File: src/rtl/lwc_pkg.sv
`default_nettype none

package lwc_pkg;

    // Field widths of the stream words
    localparam int FEAT_W   = 16;
    localparam int COORD_W  = 5;
    localparam int SCORE_W  = 37;
    localparam int OFFSET_W = 6;
    localparam int PROD_W   = 2 * FEAT_W;

    // Register field widths
    localparam int ROI_W  = 4;
    localparam int DIM_W  = 6;
    localparam int WIN_W  = 3;

    // Register indexes on the configuration port
    localparam logic [1:0] REG_ROI_SIZE      = 2'd0;
    localparam logic [1:0] REG_MAP_HEIGHT    = 2'd1;
    localparam logic [1:0] REG_MAP_WIDTH     = 2'd2;
    localparam logic [1:0] REG_CHANNEL_COUNT = 2'd3;

    // Register reset values
    localparam logic [ROI_W-1:0] ROI_SIZE_RST      = 4'd3;
    localparam logic [DIM_W-1:0] MAP_HEIGHT_RST    = 6'd32;
    localparam logic [DIM_W-1:0] MAP_WIDTH_RST     = 6'd32;
    localparam logic [DIM_W-1:0] CHANNEL_COUNT_RST = 6'd32;

    // Word kinds and load targets
    localparam logic FUNC_LOAD  = 1'b0;
    localparam logic FUNC_QUERY = 1'b1;
    localparam logic MAP_IMAGE  = 1'b0;
    localparam logic MAP_KERNEL = 1'b1;

    // Score saturation bounds
    localparam longint SCORE_MAX = 64'sd68719476735;
    localparam longint SCORE_MIN = -64'sd68719476736;

    typedef enum logic {
        ST_IDLE,
        ST_RUN
    } lwc_state_t;

    // Effective (clamped) configuration
    typedef struct packed {
        logic [ROI_W-1:0] roi;
        logic [DIM_W-1:0] height;
        logic [DIM_W-1:0] width;
        logic [DIM_W-1:0] chans;
    } lwc_cfg_t;

    // Controller to datapath
    typedef struct packed {
        logic                load_wr;
        logic                query_cap;
        logic                issue;
        logic                first;
        logic                last_chan;
        logic                last_pos;
        logic [WIN_W-1:0]    dy;
        logic [WIN_W-1:0]    dx;
        logic [DIM_W-1:0]    chan;
        logic [OFFSET_W-1:0] offset;
    } lwc_cmd_t;

    // Datapath to controller
    typedef struct packed {
        logic advance;
        logic pos_inside;
    } lwc_status_t;

    // Clamp a register into 1..hi
    function automatic logic [DIM_W-1:0] clamp_cfg(input logic [DIM_W-1:0] v, input int hi);
        logic [DIM_W-1:0] r;
        if (v == '0)
        begin
            r = DIM_W'(1);
        end
        else if (int'(v) > hi)
        begin
            r = DIM_W'(hi);
        end
        else
        begin
            r = v;
        end
        return r;
    endfunction

endpackage

`default_nettype wire

File: src/rtl/lwc_ctrl.sv
`default_nettype none

module lwc_ctrl
    import lwc_pkg::*;
(
    input  wire logic        clk,
    input  wire logic        rst_n,
    input  wire lwc_cfg_t    cfg,
    input  wire logic        in_valid,
    input  wire logic        in_func,
    input  wire lwc_status_t status,
    output logic             in_ready,
    output lwc_cmd_t         cmd
);

    lwc_state_t          state_reg, state_next;
    logic [WIN_W-1:0]    dy_reg, dy_next;
    logic [WIN_W-1:0]    dx_reg, dx_next;
    logic [DIM_W-1:0]    chan_reg, chan_next;
    logic [OFFSET_W-1:0] offset_reg, offset_next;

    logic dx_last;
    logic dy_last;
    logic pos_last;
    logic chan_last;
    logic query_acc;

    // Window walk end conditions
    assign dx_last   = ({1'b0, dx_reg} == cfg.roi - ROI_W'(1));
    assign dy_last   = ({1'b0, dy_reg} == cfg.roi - ROI_W'(1));
    assign pos_last  = dx_last && dy_last;
    assign chan_last = !status.pos_inside || (chan_reg == cfg.chans - DIM_W'(1));
    assign query_acc = (state_reg == ST_IDLE) && in_valid && (in_func == FUNC_QUERY);

    // Next state
    always_comb
    begin
        state_next = state_reg;
        unique case (state_reg)
            ST_IDLE:
            begin
                if (query_acc)
                begin
                    state_next = ST_RUN;
                end
            end
            ST_RUN:
            begin
                if (status.advance && chan_last && pos_last)
                begin
                    state_next = ST_IDLE;
                end
            end
        endcase
    end

    // Advance the window and channel counters
    always_comb
    begin
        dy_next     = dy_reg;
        dx_next     = dx_reg;
        chan_next   = chan_reg;
        offset_next = offset_reg;
        if (query_acc)
        begin
            dy_next     = '0;
            dx_next     = '0;
            chan_next   = '0;
            offset_next = '0;
        end
        else if ((state_reg == ST_RUN) && status.advance)
        begin
            if (chan_last)
            begin
                chan_next   = '0;
                offset_next = offset_reg + OFFSET_W'(1);
                if (dx_last)
                begin
                    dx_next = '0;
                    dy_next = dy_reg + WIN_W'(1);
                end
                else
                begin
                    dx_next = dx_reg + WIN_W'(1);
                end
            end
            else
            begin
                chan_next = chan_reg + DIM_W'(1);
            end
        end
    end

    // Drive handshake and datapath commands
    always_comb
    begin
        in_ready      = (state_reg == ST_IDLE);
        cmd.load_wr   = (state_reg == ST_IDLE) && in_valid && (in_func == FUNC_LOAD);
        cmd.query_cap = query_acc;
        cmd.issue     = (state_reg == ST_RUN);
        cmd.first     = (chan_reg == '0);
        cmd.last_chan = chan_last;
        cmd.last_pos  = pos_last;
        cmd.dy        = dy_reg;
        cmd.dx        = dx_reg;
        cmd.chan      = chan_reg;
        cmd.offset    = offset_reg;
    end

    always_ff @(posedge clk or negedge rst_n)
    begin
        if (!rst_n)
        begin
            state_reg  <= ST_IDLE;
            dy_reg     <= '0;
            dx_reg     <= '0;
            chan_reg   <= '0;
            offset_reg <= '0;
        end
        else
        begin
            state_reg  <= state_next;
            dy_reg     <= dy_next;
            dx_reg     <= dx_next;
            chan_reg   <= chan_next;
            offset_reg <= offset_next;
        end
    end

endmodule

`default_nettype wire

File: config.mk
export PLATFORM = sky130hd
export DESIGN_NAME = lwc_ctrl
export DESIGN_NICKNAME = d
export VERILOG_FILES = /design/src/rtl/lwc_pkg.sv /design/src/rtl/lwc_ctrl.sv
export SDC_FILE = /design/constraint.sdc
export NUM_CORES = 1
export LEC_CHECK = 0
export ABC_AREA = 1
export BUFFER_PORTS_ARGS = -buffer_cell sky130_fd_sc_hd__buf_2
export CORE_AREA = 8 8 62 64
export DETAILED_ROUTE_END_ITERATION = 10
export DIE_AREA = 0 0 70 72
export MAX_ROUTING_LAYER = met4
export PLACE_DENSITY = 0.83
export SLEW_MARGIN = 20
export SYNTH_ARGS = -nofsm -noshare
export SYNTH_HDL_FRONTEND = slang
export SYNTH_SLANG_ARGS = --single-unit
File: constraint.sdc
create_clock -name clk -period 2.5 [get_ports clk]
set_input_delay 0.5 -clock clk [delete_from_list [all_inputs] [get_ports clk]]
set_output_delay 0.5 -clock clk [all_outputs]
set_load 0.05 [all_outputs]
==> impl_metrics.toml <==
[sta]
setup_viol = 0
tightest_slew_ns = 0.4345
slew_viol_final = 0
hold_viol_final = 0
maxSlewHeadroom_pct = 71.03
fmax_mhz = 420.6
finClkSkew_ns = 0.003158
fin_crit_sh_pct = 95.09
finalSetupTns_ns = 0
period_needed_ns = 2.377
rsz0062_at_grt = "no"

[layout]
layout-drive-gt1-share_pct = 30.74
multi_input_area_sq_um = 874.6
num_antenna_cells = 0
final_cell_mix = "nand2_1, buf_2, inv_1"
ff_latch_area_sq_um = 475.5
fillCellCount = 265
area_growth_pct = 16.01
nets = 280
final_common_cell = "nand2_1"
final_util_pct = 59.96

[global_routing]
gr-total-overflow = 0
grt_pass1_vias = 1320
antenna_found_initial = 0
grt_usage_pct = 13.07
grt_pass1_wl_mm = 5.520
grt_max_degree = 20

[pwr]
pwr_density_cell_nw_per_um2 = 1025
peakVddDrop_mv = 0.8399
p_total_mw = 1.785
p_leak_nw = 1.018

[floorplanning]
fp.dieArea_sq_um = 5040
die_w_microns = 70
num_rows = 20
dieHeight_microns = 72
pin_count = 53
coreArea_sq_um = 2903
start_util_pct = 51.68

[worst_setup_path]
cp_max_fo = 4
cpPeakStageDelay_ns = 0.33
critical_path_arrival_ns = 1.88
rr_worst_depth = 11
cp.required_ns = 2.00
crit_type = "input pin to output pin"
critical-path-slowest-cell = "ha_1"
start_kind = "input pin"
worstSetupEndpointType = "output pin"
crit_chain = "buf_2 > inv_1 > ha_1 > xnor2_1 > a21oi_1 > nand2_1 > nor2_1 > nand2_1 > inv_1 > buf_2"

[logic_synthesis]
synthMuxAreaShare_pct = 0
synth_top_area_share_pct = 31.69
post_synth_fa_ha_maj_area_fraction_pct = 5.838
synth_top_family_by_area = "simple AND/OR/NAND/NOR gates"
syn-num-nets = 240
ys_ff_latch = 19
synth.area.top_cells = "dfrtp_1, nand2_1, xor2_1"
synthXorXnorAreaFrac_pct = 9.925
synth_simple_gate_area_share_pct = 35.86
avgSynthCellArea_sq_um = 7.318
ys_warn_count = 0
syn-cell-area_sq_um = 1500
synth_compound_area_share_pct = 6.172
ys_types = 23
synth_area_leader_cell = "dfrtp_1"
seq_area_frac_synth_pct = 31.69
syn_inst = 205

[run_status]
status = "finished clean"

[routing]
drt_wl_total_mm = 3.238
vias_per_cell = 4.986
first_iter_violations = 47
dr_total_vias = 1381
drt-pass1-iter-count = 4
drc = 0
ant_nets = 0
routedWlPerCell_microns = 11.69

[clocking]
cts_num_sinks = 19
clk_latency_ns = 0.29
clkTransAtPathRegs_ns = 0.11
cts_tree = "done"
cts_buffers = 3
htree_levels = 1
cts_buffer_depth = 2
cts-root-buf = "clkbuf_4"
hold_buffers = 0

[hold_path]
min_path_type = "input pin to async pin"

[placement]
numPortBuffers = 40
hpwl_mm = 2.607
routabilityCongestion = 0.8519

[job]
cap_violations = 0
-- power by group --
group	internal (mW)	switching [mW]
Combinational	0.310	0.781
Sequential	0.400	0.139
Clock	0.0620	0.0929
Total	0.772	1.01
-- synthesized netlist by cell type --
| cell | n |
|---|---|
| nand3_1 | 12 |
| xnor2_1 | 5 |
| ha_1 | 7 |
| nand4_1 | 7 |
| nand2_2 | 2 |
| or2_2 | 4 |
| a21oi_2 | 1 |
| inv_2 | 7 |
| nor2_2 | 2 |
| buf_4 | 4 |
| a21oi_1 | 1 |
| inv_1 | 23 |
| nor3_1 | 4 |
| nand2_4 | 2 |
| nor2_1 | 15 |
| nand3_4 | 2 |
| dfrtp_1 | 19 |
| xor2_1 | 12 |
| o21ai_2 | 9 |
| clkbuf_1 | 1 |
| buf_6 | 1 |
| nand3_2 | 1 |
| nand2_1 | 64 |
-- critical path: cells and delay by family --
kind                     cells  cell delay, ns
buffers and inverters        4            0.50
adder cells (fa/ha/maj)      1            0.33
AND/OR/NAND/NOR              3            0.24
AO/OA/AOI/OAI                1            0.16
XOR/XNOR                     1            0.14
-- cell type report --
| type | instances | area share (%) |
|---|---|---|
| Clock buffer | 4 | 1.510 |
| Multi-Input combinational cell | 150 | 50.25 |
| Tap cell | 33 | 2.372 |
| Sequential cell | 19 | 27.32 |
| Timing Repair Buffer | 41 | 12.08 |
| Inverter | 30 | 6.470 |
-- cell families after synthesis --
group / after synthesis
AND/OR/NAND/NOR: 115
buffers and inverters: 36
flip-flops: 19
XOR/XNOR: 17
AO/OA/AOI/OAI: 11
adder cells (fa/ha/maj): 7
-- metrics by stage --
stage                     instances  hold slack [ns]  area, sq um  setup WS [ns]
after floorplan                 205           0.2044         1500        0.01400
after global placement          273           0.4615         1704         0.1456
after detailed placement        273           0.4656         1704         0.1141
after CTS                       277           0.1372         1730         0.1021
after global routing            277           0.1487         1740        0.03029
final                           277           0.1305         1740         0.1227
-- per-layer routing --
| metal | global-route usage, % | share of wire (%) | vias to the layer above |
|---|---|---|---|
| met5 | - | 0 | - |
| met1 | 14.21 | 43 | 629 |
| met4 | 4.241 | 0.59 | 0 |
| met3 | 3.138 | 5.3 | 2 |
| met2 | 23.05 | 51 | 38 |
| li1 | - | - | 712 |
-- path summary, 6_finish.rpt --
| path | start | to | slack [ns] |
|---|---|---|---|
| worst max register to register | chan_reg[0]$_DFFE_PN0P_ | chan_reg[3]$_DFFE_PN0P_ | 0.86 |
| worst min register to register | offset_reg[5]$_DFFE_PN0P_ | offset_reg[5]$_DFFE_PN0P_ | 0.55 |
| worst min-delay path | rst_n | dx_reg[1]$_DFFE_PN0P_ | 0.13 |
| worst max-delay path | cfg[18] | cmd[18] | 0.12 |
| max in group asynchronous | rst_n | offset_reg[5]$_DFFE_PN0P_ | 2.07 |
| min in group clk | status[1] | state_reg$_DFF_PN0_ | 0.50 |
-- repair_timing --
| item | 4_1_cts | 5_1_grt |
|---|---|---|
| endpoints found under the setup margin | 0 | 2 |
| resized for setup | 0 | 2 |
| buffers inserted | 0 | 0 |
Power figures use the tool's default switching activity.
